[config.mk]
export PLATFORM = sky130hd
export DESIGN_NAME = adc_ratio_temperature_lookup_top
export DESIGN_NICKNAME = d
export VERILOG_FILES = /design/src/design/artl_pkg.sv /design/src/design/adc_ratio_temperature_lookup_top.sv
export SDC_FILE = /design/constraint.sdc
export NUM_CORES = 1
export LEC_CHECK = 0
export BUFFER_PORTS_ARGS = -buffer_cell sky130_fd_sc_hd__buf_2
export CORE_MARGIN = 2
export CORE_UTILIZATION = 40
export CTS_CLUSTER_SIZE = 25
export DETAILED_ROUTE_END_ITERATION = 10
export PLACE_DENSITY_LB_ADDON = 0.12
export SLEW_MARGIN = 20
export SYNTH_ARGS = -nofsm -noshare
export SYNTH_HDL_FRONTEND = slang
export SYNTH_SLANG_ARGS = --single-unit
[constraint.sdc]
create_clock -name clock -period 11.85 [get_ports clock]
set_input_delay 1.185 -clock clock [delete_from_list [all_inputs] [get_ports clock]]
set_output_delay 1.185 -clock clock [all_outputs]
set_load 0.03 [all_outputs]
[src/design/artl_pkg.sv]
// Shared types, constants and the millivolt threshold table for the
// ADC ratio temperature lookup block. No dependencies.
`default_nettype none

package artl_pkg;

   // Sample and arithmetic widths.
   localparam int ADC_BITS  = 12;
   localparam int REF_W     = 12;
   localparam int COUNT_W   = 4;
   localparam int SUM_W     = 15;
   localparam int PROD_W    = REF_W + SUM_W;
   localparam int MV_W      = 16;
   localparam int TEMP_W    = 9;

   localparam int MAX_PAIRS = 8;
   localparam int MV_MAX    = 65535;

   // Temperature table: one millivolt threshold per step.
   localparam int TABLE_ENTRIES = 33;
   localparam int IDX_W         = $clog2(TABLE_ENTRIES);
   localparam int T_LOW         = -30;
   localparam int T_STEP        = 5;

   // Configuration register map and reset values.
   localparam int CSR_INDEX_W = 2;
   localparam int CSR_DATA_W  = REF_W;
   localparam logic [CSR_INDEX_W-1:0] REG_REFERENCE_MV  = CSR_INDEX_W'(0);
   localparam logic [CSR_INDEX_W-1:0] REG_AVERAGE_COUNT = CSR_INDEX_W'(1);
   localparam logic [REF_W-1:0]   REFERENCE_MV_RESET  = REF_W'(1200);
   localparam logic [COUNT_W-1:0] AVERAGE_COUNT_RESET = COUNT_W'(5);

   typedef logic [MV_W-1:0]          mv_type;
   typedef logic signed [TEMP_W-1:0] temp_type;

   localparam mv_type MV_ROM [TABLE_ENTRIES] = '{
      16'd721,  16'd733,  16'd746,  16'd759,  16'd772,  16'd786,  16'd805,  16'd820,
      16'd834,  16'd848,  16'd865,  16'd873,  16'd889,  16'd902,  16'd914,  16'd924,
      16'd947,  16'd956,  16'd965,  16'd993,  16'd1000, 16'd1012, 16'd1027, 16'd1042,
      16'd1057, 16'd1070, 16'd1085, 16'd1094, 16'd1118, 16'd1132, 16'd1144, 16'd1162,
      16'd1180
   };

endpackage

`default_nettype wire

[src/design/adc_ratio_temperature_lookup_top.sv]
// Top level of the averaged ratiometric ADC temperature lookup.
// Depends on artl_pkg for widths, register map and the threshold table.
//
//   Channel  Handshake              Payload
//   req      req_valid/req_ready    req_sensor_sample, req_reference_sample
//   rsp      rsp_valid/rsp_ready    rsp_temperature_c, rsp_sensor_mv, rsp_reference_zero
//   csr      csr_valid/csr_ready    csr_index, csr_data
//
// A beat that does not complete a batch is accumulated, and req_ready stays high.
// The beat that completes a batch runs through one shared restoring divider
// (15 steps per sum average, 27 steps for the millivolt quotient) plus a multiply,
// then a table scan, an optional pick and the output load. A zero reference
// average skips the multiply, quotient, scan and pick. A stalled rsp holds the block
// only before it loads the next result. Synchronous reset clears the control state.
`default_nettype none

module adc_ratio_temperature_lookup_top (
   input  logic                                clock,
   input  logic                                reset,
   input  logic                                req_valid,
   output logic                                req_ready,
   input  logic [artl_pkg::ADC_BITS-1:0]       req_sensor_sample,
   input  logic [artl_pkg::ADC_BITS-1:0]       req_reference_sample,
   output logic                                rsp_valid,
   input  logic                                rsp_ready,
   output artl_pkg::temp_type                  rsp_temperature_c,
   output artl_pkg::mv_type                    rsp_sensor_mv,
   output logic                                rsp_reference_zero,
   input  logic                                csr_valid,
   output logic                                csr_ready,
   input  logic [artl_pkg::CSR_INDEX_W-1:0]    csr_index,
   input  logic [artl_pkg::CSR_DATA_W-1:0]     csr_data
);
   import artl_pkg::*;

   localparam int STATE_W = 3;
   localparam logic [STATE_W-1:0] ST_IDLE   = 3'd0;
   localparam logic [STATE_W-1:0] ST_DIV_S  = 3'd1;
   localparam logic [STATE_W-1:0] ST_DIV_R  = 3'd2;
   localparam logic [STATE_W-1:0] ST_MUL    = 3'd3;
   localparam logic [STATE_W-1:0] ST_DIV_MV = 3'd4;
   localparam logic [STATE_W-1:0] ST_SCAN   = 3'd5;
   localparam logic [STATE_W-1:0] ST_PICK   = 3'd6;
   localparam logic [STATE_W-1:0] ST_EMIT   = 3'd7;

   localparam int STEP_W = $clog2(PROD_W + 1);
   localparam logic [STEP_W-1:0] SUM_STEPS = STEP_W'(SUM_W);
   localparam logic [STEP_W-1:0] MV_STEPS  = STEP_W'(PROD_W);
   localparam logic [IDX_W-1:0]  LAST_IDX  = IDX_W'(TABLE_ENTRIES - 1);
   localparam temp_type TEMP_LOW  = TEMP_W'(T_LOW);
   localparam temp_type TEMP_STEP = TEMP_W'(T_STEP);

   logic [STATE_W-1:0] state_ff, state_in;
   logic [REF_W-1:0]   reference_mv_ff, reference_mv_in;
   logic [COUNT_W-1:0] average_count_ff, average_count_in;
   logic [SUM_W-1:0]   sensor_sum_ff, sensor_sum_in;
   logic [SUM_W-1:0]   reference_sum_ff, reference_sum_in;
   logic [COUNT_W-1:0] pair_count_ff, pair_count_in;
   logic [SUM_W-1:0]   sensor_avg_ff, sensor_avg_in;

   // Shared divider registers.
   logic [SUM_W-1:0]   rem_ff, rem_in;
   logic [PROD_W-1:0]  quo_ff, quo_in;
   logic [SUM_W-1:0]   divisor_ff, divisor_in;
   logic [STEP_W-1:0]  step_ff, step_in;

   // Table scan and result staging.
   logic [IDX_W-1:0]   idx_ff, idx_in;
   temp_type           temp_ff, temp_in;
   mv_type             mv_ff, mv_in;
   temp_type           res_temp_ff, res_temp_in;
   logic               res_zero_ff, res_zero_in;

   // Output register.
   logic               rsp_valid_ff, rsp_valid_in;
   temp_type           rsp_temp_ff, rsp_temp_in;
   mv_type             rsp_mv_ff, rsp_mv_in;
   logic               rsp_zero_ff, rsp_zero_in;

   logic               req_fire;
   logic [COUNT_W-1:0] n_eff;
   logic [COUNT_W-1:0] pair_count_next;
   logic [SUM_W-1:0]   sensor_sum_next;
   logic [SUM_W-1:0]   reference_sum_next;
   logic [SUM_W:0]     partial;
   logic [SUM_W+1:0]   diff;
   logic               quo_bit;
   logic [SUM_W-1:0]   rem_step;
   logic [PROD_W-1:0]  quo_step;
   logic               last_step;
   mv_type             rom_hi;
   mv_type             rom_lo;
   mv_type             gap_lo;
   mv_type             gap_hi;

   assign req_ready          = (state_ff == ST_IDLE);
   assign csr_ready          = 1'b1;
   assign rsp_valid          = rsp_valid_ff;
   assign rsp_temperature_c  = rsp_temp_ff;
   assign rsp_sensor_mv      = rsp_mv_ff;
   assign rsp_reference_zero = rsp_zero_ff;
   assign req_fire           = req_valid && req_ready;

   // Effective pair count: zero acts as one, above the maximum acts as the maximum.
   always_comb begin
      if (average_count_ff == '0) begin
         n_eff = COUNT_W'(1);
      end else if (average_count_ff > COUNT_W'(MAX_PAIRS)) begin
         n_eff = COUNT_W'(MAX_PAIRS);
      end else begin
         n_eff = average_count_ff;
      end
   end

   assign sensor_sum_next    = sensor_sum_ff + SUM_W'(req_sensor_sample);
   assign reference_sum_next = reference_sum_ff + SUM_W'(req_reference_sample);
   assign pair_count_next    = pair_count_ff + COUNT_W'(1);

   // One restoring division step: shift in the next dividend bit, try to subtract.
   assign partial   = {rem_ff, quo_ff[PROD_W-1]};
   assign diff      = {1'b0, partial} - {2'b00, divisor_ff};
   assign quo_bit   = !diff[SUM_W+1];
   assign rem_step  = quo_bit ? diff[SUM_W-1:0] : partial[SUM_W-1:0];
   assign quo_step  = {quo_ff[PROD_W-2:0], quo_bit};
   assign last_step = (step_ff == STEP_W'(1));

   // Table reads for the scan compare and the nearest-step pick.
   assign rom_hi = MV_ROM[idx_ff];
   assign rom_lo = MV_ROM[idx_ff - IDX_W'(1)];
   assign gap_lo = mv_ff - rom_lo;
   assign gap_hi = rom_hi - mv_ff;

   // Sequencer and datapath next values.
   always_comb begin
      state_in         = state_ff;
      reference_mv_in  = reference_mv_ff;
      average_count_in = average_count_ff;
      sensor_sum_in    = sensor_sum_ff;
      reference_sum_in = reference_sum_ff;
      pair_count_in    = pair_count_ff;
      sensor_avg_in    = sensor_avg_ff;
      rem_in           = rem_ff;
      quo_in           = quo_ff;
      divisor_in       = divisor_ff;
      step_in          = step_ff;
      idx_in           = idx_ff;
      temp_in          = temp_ff;
      mv_in            = mv_ff;
      res_temp_in      = res_temp_ff;
      res_zero_in      = res_zero_ff;
      rsp_valid_in     = rsp_valid_ff;
      rsp_temp_in      = rsp_temp_ff;
      rsp_mv_in        = rsp_mv_ff;
      rsp_zero_in      = rsp_zero_ff;

      // The output beat leaves when the sink takes it.
      if (rsp_valid_ff && rsp_ready) begin
         rsp_valid_in = 1'b0;
      end

      // Configuration writes; unknown indexes are ignored.
      if (csr_valid && csr_ready) begin
         if (csr_index == REG_REFERENCE_MV) begin
            reference_mv_in = csr_data[REF_W-1:0];
         end else if (csr_index == REG_AVERAGE_COUNT) begin
            average_count_in = csr_data[COUNT_W-1:0];
         end
      end

      unique case (state_ff)
         ST_IDLE: begin
            if (req_fire) begin
               sensor_sum_in    = sensor_sum_next;
               reference_sum_in = reference_sum_next;
               pair_count_in    = pair_count_next;
               if (pair_count_next >= n_eff) begin
                  // Batch complete: start the sensor average.
                  quo_in     = {sensor_sum_next, (PROD_W - SUM_W)'(0)};
                  rem_in     = '0;
                  divisor_in = SUM_W'(n_eff);
                  step_in    = SUM_STEPS;
                  state_in   = ST_DIV_S;
               end
            end
         end
         ST_DIV_S: begin
            rem_in  = rem_step;
            quo_in  = quo_step;
            step_in = step_ff - STEP_W'(1);
            if (last_step) begin
               sensor_avg_in = quo_step[SUM_W-1:0];
               quo_in        = {reference_sum_ff, (PROD_W - SUM_W)'(0)};
               rem_in        = '0;
               step_in       = SUM_STEPS;
               state_in      = ST_DIV_R;
            end
         end
         ST_DIV_R: begin
            rem_in  = rem_step;
            quo_in  = quo_step;
            step_in = step_ff - STEP_W'(1);
            if (last_step) begin
               sensor_sum_in    = '0;
               reference_sum_in = '0;
               pair_count_in    = '0;
               if (quo_step[SUM_W-1:0] == '0) begin
                  res_temp_in = '0;
                  res_zero_in = 1'b1;
                  mv_in       = '0;
                  state_in    = ST_EMIT;
               end else begin
                  divisor_in = quo_step[SUM_W-1:0];
                  state_in   = ST_MUL;
               end
            end
         end
         ST_MUL: begin
            quo_in   = PROD_W'(reference_mv_ff) * PROD_W'(sensor_avg_ff);
            rem_in   = '0;
            step_in  = MV_STEPS;
            state_in = ST_DIV_MV;
         end
         ST_DIV_MV: begin
            rem_in  = rem_step;
            quo_in  = quo_step;
            step_in = step_ff - STEP_W'(1);
            if (last_step) begin
               if (quo_step > PROD_W'(MV_MAX)) begin
                  mv_in = MV_W'(MV_MAX);
               end else begin
                  mv_in = quo_step[MV_W-1:0];
               end
               res_zero_in = 1'b0;
               idx_in      = '0;
               temp_in     = TEMP_LOW;
               state_in    = ST_SCAN;
            end
         end
         ST_SCAN: begin
            // Walk the thresholds until the first one above the voltage.
            if (mv_ff < rom_hi) begin
               if (idx_ff == '0) begin
                  res_temp_in = TEMP_LOW;
                  state_in    = ST_EMIT;
               end else begin
                  state_in = ST_PICK;
               end
            end else if (idx_ff == LAST_IDX) begin
               res_temp_in = temp_ff;
               state_in    = ST_EMIT;
            end else begin
               idx_in  = idx_ff + IDX_W'(1);
               temp_in = temp_ff + TEMP_STEP;
            end
         end
         ST_PICK: begin
            // Nearest step; a tie goes to the higher step.
            if (gap_lo < gap_hi) begin
               res_temp_in = temp_ff - TEMP_STEP;
            end else begin
               res_temp_in = temp_ff;
            end
            state_in = ST_EMIT;
         end
         ST_EMIT: begin
            if (!rsp_valid_ff || rsp_ready) begin
               rsp_valid_in = 1'b1;
               rsp_temp_in  = res_temp_ff;
               rsp_mv_in    = mv_ff;
               rsp_zero_in  = res_zero_ff;
               state_in     = ST_IDLE;
            end
         end
         default: begin
            state_in = ST_IDLE;
         end
      endcase
   end

   // Control state with reset.
   always_ff @(posedge clock) begin
      if (reset) begin
         state_ff         <= ST_IDLE;
         reference_mv_ff  <= REFERENCE_MV_RESET;
         average_count_ff <= AVERAGE_COUNT_RESET;
         sensor_sum_ff    <= '0;
         reference_sum_ff <= '0;
         pair_count_ff    <= '0;
         rsp_valid_ff     <= 1'b0;
      end else begin
         state_ff         <= state_in;
         reference_mv_ff  <= reference_mv_in;
         average_count_ff <= average_count_in;
         sensor_sum_ff    <= sensor_sum_in;
         reference_sum_ff <= reference_sum_in;
         pair_count_ff    <= pair_count_in;
         rsp_valid_ff     <= rsp_valid_in;
      end
   end

   // Datapath registers.
   always_ff @(posedge clock) begin
      sensor_avg_ff <= sensor_avg_in;
      rem_ff        <= rem_in;
      quo_ff        <= quo_in;
      divisor_ff    <= divisor_in;
      step_ff       <= step_in;
      idx_ff        <= idx_in;
      temp_ff       <= temp_in;
      mv_ff         <= mv_in;
      res_temp_ff   <= res_temp_in;
      res_zero_ff   <= res_zero_in;
      rsp_temp_ff   <= rsp_temp_in;
      rsp_mv_ff     <= rsp_mv_in;
      rsp_zero_ff   <= rsp_zero_in;
   end

endmodule

`default_nettype wire

==> metrics.sh <==
FINALMAXSLEWVIOLATIONS=0
CLOCK_SKEW_NS=0.0147
WL_MET1_MM=21.3
YS_ASYNC_SR_FRACTION_PCT=0
CTS-HTREE-LEVELS=4
FIN_SETUP_TNS_NS=0
GRT_START_MAX_NET_PINS=48
CLOCK_PATH_BUFFERS=2
GRT_ANTENNA_BEFORE_REPAIR=0
WORST_SLEW_MARGIN_REL_PCT=34.2
SETUP_REPAIR_BUFS_AFTER_CTS=0
FINAL_HOLD_VIOL_COUNT=0
NUM_CLOCK_SINKS=198
CLOCK_TREE_FROM_TRITONCTS='built'
LAYOUT.NETS=2413
HIGHEST_LAYER='met4'
TIMING.CRITICAL_PATH.FANOUT_MAX=25
TIMING.CRITICAL_PATH.SLOWEST_CELL_DELAY_NS=0.92
SYNTH_COMMONEST_CELLS='sky130_fd_sc_hd__nand2_1, sky130_fd_sc_hd__inv_1, sky130_fd_sc_hd__nor2_1'
VIAS_IN_THE_FIRST_GLOBAL_ROUTE=14400
POSTSYNTHCELLCOUNT=2063
FINAL_CORE_UTILIZATION_PCT=43.8
GR-USAGE-ALL-LAYERS_PCT=21.1
SYN2LAYOUT_AREA_GROWTH_PCT=7.98
ROUTE.DETAILED.VIAS_PER_INST=5.40
SETUP.WORST_PATH.START_CLASS='flop'
SYNTH.NET_COUNT=2406
TIMING.CRITICAL_PATH.MAX_DELAY_FAMILY='compound AO/OA/AOI/OAI gates'
YOSYSMOSTFREQUENTCELL='sky130_fd_sc_hd__nand2_1'
POST_CTS_RESIZED=0
MET2ROUTEDLENGTH_MM=24.3
DRT.ANTENNA.VIOLATING_NETS=0
PORT_BUF_INSERTS=70
NUM_ROWS=78
MAX_CAP_VIOL_COUNT=0
POWER.TOTAL_mW=2.14
SYNTH.CELL_AREA_UM2=18400
POST_SYNTHESIS_CELL_TYPE_WITH_THE_LARGEST_COMBINED_AREA='sky130_fd_sc_hd__edfxtp_1'
BOUNDARYPINS=72
FILLCELLCOUNT=4509
HOLD_WS_NS=0.432
SYN-MEAN-INSTANCE-AREA_UM2=8.93
NUMBER_OF_HOLD_REPAIR_BUFFERS_ADDED_AT_THE_CTS_STAGE=0
DRIVE_ABOVE_1_SHARE_PCT=7.15
GLOBALROUTE.TOTALOVERFLOW=0
SYNTH.YOSYS.WARNINGS=0
WORST_SKEW_PAIR.LATE_LATENCY_NS=0.49
CORE_REGION_AREA_UM2=45400
DP_HPWL_MM=36.5
WORSTHOLDPATHTYPE='reg -> reg'
STATUS='complete, no violations'
SETUP_VIOLATIONS=0
CRIT_ARRIVAL_NS=7.82
SYNTH_SEQUENTIAL_AREA_RATIO_PCT=29.4
CRIT_PATH_TOP_DELAY_CELL='sky130_fd_sc_hd__edfxtp_1'
INSTANCES_NO_FILL=2683
YOSYS_REGISTER_BITS=198
MAX_CLOCK_FREQ_MHz=132
DR.PASS1.ITERS=5
SYNTH_ENABLE_FLOP_CELLS=144
PLACE_CONGESTION=0.831
DP.CELLS=2651
SYNTH.DISTINCT_CELLS=82
CLK_PIN_SLEW_NS=0.08
TOP_REG_CELL_SYNTH='sky130_fd_sc_hd__edfxtp_1'
POSTROUTEWIRELENGTH_MM=48.6
TIMING.FINAL.CRIT_PERIOD_NS=7.57
CRITICAL_PATH_BUF_INV_COUNT=3
MET3_WIRELENGTH_MM=1.32
DIE_AREA_UM2=47800
P_LEAK_nW=8.80
SYNTH_TOP_CELL_AREA_SHARE_PCT=23.5
DIE_W_UM=219
SLEW_OF_THE_PIN_WITH_THE_LOWEST_SLEW_MARGIN_NS=0.985
FIRST_ITER_VIOLATIONS=891
SYNTHTOPCELLSBYAREA='sky130_fd_sc_hd__edfxtp_1, sky130_fd_sc_hd__fa_1, sky130_fd_sc_hd__ha_1, sky130_fd_sc_hd__dfxtp_1, sky130_fd_sc_hd__nand2_1'
TIMING.FINAL.CRIT_SHARE_PCT=63.9
NUMBER_OF_CTS_INSERTED_BUFFERS=17
GRT_FIRST_PASS_WIRELENGTH_MM=77.8
FLOORPLAN.INITIALDENSITY_PCT=40.6
TIMING.SETUP.CRITICAL_PATH_CLASS='reg -> reg'
DRCVIOLATIONCOUNT=0
POWER_DENSITY_nW_PER_UM2=108
RSZ0062_AT_GRT='false'
NUM_ANTENNA_CELLS=0
DETAIL_ROUTE.WL_PER_CELL_UM=18.1
WORST_EP_REQUIRED_TIME_NS=12.09
VIAS=14500
VDD.IR_DROP.WORST_V=0.0000956
DIEHEIGHT_UM=219
CTS.ROOT.BUFFER_CELL='sky130_fd_sc_hd__clkbuf_16'
END_KIND='flop'
==> per-stage QoR <==
step / cell area [µm²] / setup WS (ns)
finish: 19900 / 4.28
floorplan: 18400 / 5.88
detailed placement: 19300 / 4.29
global route: 19900 / 3.60
global placement: 19300 / 4.43
CTS: 19900 / 4.24
==> layout by cell type (no fill, tap or decap), types with 7 or more instances in the layout <==
cell                          n
sky130_fd_sc_hd__inv_1      244
sky130_fd_sc_hd__ha_1       165
sky130_fd_sc_hd__a221oi_1    16
sky130_fd_sc_hd__o31ai_1      9
sky130_fd_sc_hd__or3_1       10
sky130_fd_sc_hd__xnor2_1     59
sky130_fd_sc_hd__fa_1       135
sky130_fd_sc_hd__a211oi_1    19
sky130_fd_sc_hd__and2_1      64
sky130_fd_sc_hd__or2_2        8
sky130_fd_sc_hd__o21bai_1     9
sky130_fd_sc_hd__nand3_1     40
sky130_fd_sc_hd__mux2i_1     14
sky130_fd_sc_hd__buf_4       17
sky130_fd_sc_hd__nand3b_1     7
sky130_fd_sc_hd__buf_2       70
sky130_fd_sc_hd__a22oi_1     15
sky130_fd_sc_hd__clkbuf_16   17
sky130_fd_sc_hd__o211ai_1    16
sky130_fd_sc_hd__nor2_1     182
sky130_fd_sc_hd__nor3_1      25
sky130_fd_sc_hd__and3_1      21
sky130_fd_sc_hd__a31oi_1     15
sky130_fd_sc_hd__a21o_1      32
sky130_fd_sc_hd__a22o_1       9
sky130_fd_sc_hd__edfxtp_1   144
sky130_fd_sc_hd__a211o_1      9
sky130_fd_sc_hd__nor4_1      13
sky130_fd_sc_hd__a21oi_1    118
sky130_fd_sc_hd__o21a_1      13
sky130_fd_sc_hd__nand2b_1     8
sky130_fd_sc_hd__xor2_1      38
sky130_fd_sc_hd__nand4_1      9
sky130_fd_sc_hd__o21ai_0     93
sky130_fd_sc_hd__dfxtp_1     54
sky130_fd_sc_hd__nand2_1    255
sky130_fd_sc_hd__nor2b_1     16
==> area by class of cell <==
class                      instances  area [µm²]  share of cell area, %
clock buffer                      17         425                   2.14
clock inverter                    15         169                  0.849
inverter                         246         923                   4.64
multi-input combinational       1520       11700                   59.0
sequential                       198        5410                   27.2
tap                              600         751                   3.78
timing repair buffer              87         478                   2.40
==> registers in the layout, indices dropped and copies added (netlist names) <==
register            cells
reference_mv_ff        12
mv_ff                  16
quo_ff                 27
sensor_sum_ff          15
divisor_ff             15
temp_ff                 9
sensor_avg_ff          15
idx_ff                  6
rem_ff                 15
step_ff                 5
reference_sum_ff       15
pair_count_ff           4
rsp_reference_zero      1
average_count_ff        4
res_temp_ff             9
state_ff                3
rsp_sensor_mv          16
rsp_temperature_c       9
res_zero_ff             1
rsp_valid               1
==> logic make-up after synthesis <==
logic type	after synthesis	synth area share, %
simple gates	678	16.9
fa+ha+maj	300	25.9
other cells	1	0.0204
buf+inv	345	7.06
compound gates	429	15.3
mux	15	0.883
xor+xnor	97	4.61
flops	198	29.4
==> path summary, 6_finish.rpt <==
check	startpoint	depth (start not counted)	slack, ns	to
worst max register to register	idx_ff[2]	28	4.28	res_temp_ff[7]
worst min register to register	res_zero_ff	0	0.43	rsp_reference_zero
worst min-delay path	res_zero_ff	0	0.43	rsp_reference_zero
worst max-delay path	idx_ff[2]	28	4.28	res_temp_ff[7]
==> routing by layer <==
layer | global-route usage [%] | up-vias
li1 | - | 7040
met1 | 26.7 | 7117
met2 | 36.3 | 250
met3 | 2.52 | 78
met4 | 8.64 | 0
met5 | 0 | -
==> where the power goes <==
| group | switching [mW] | internal [mW] |
|---|---|---|
| Clock | 0.305 | 0.316 |
| Sequential | 0.0404 | 0.782 |
| Combinational | 0.408 | 0.288 |
| Total | 0.753 | 1.39 |
No activity file was read; power rests on OpenSTA's default activity.
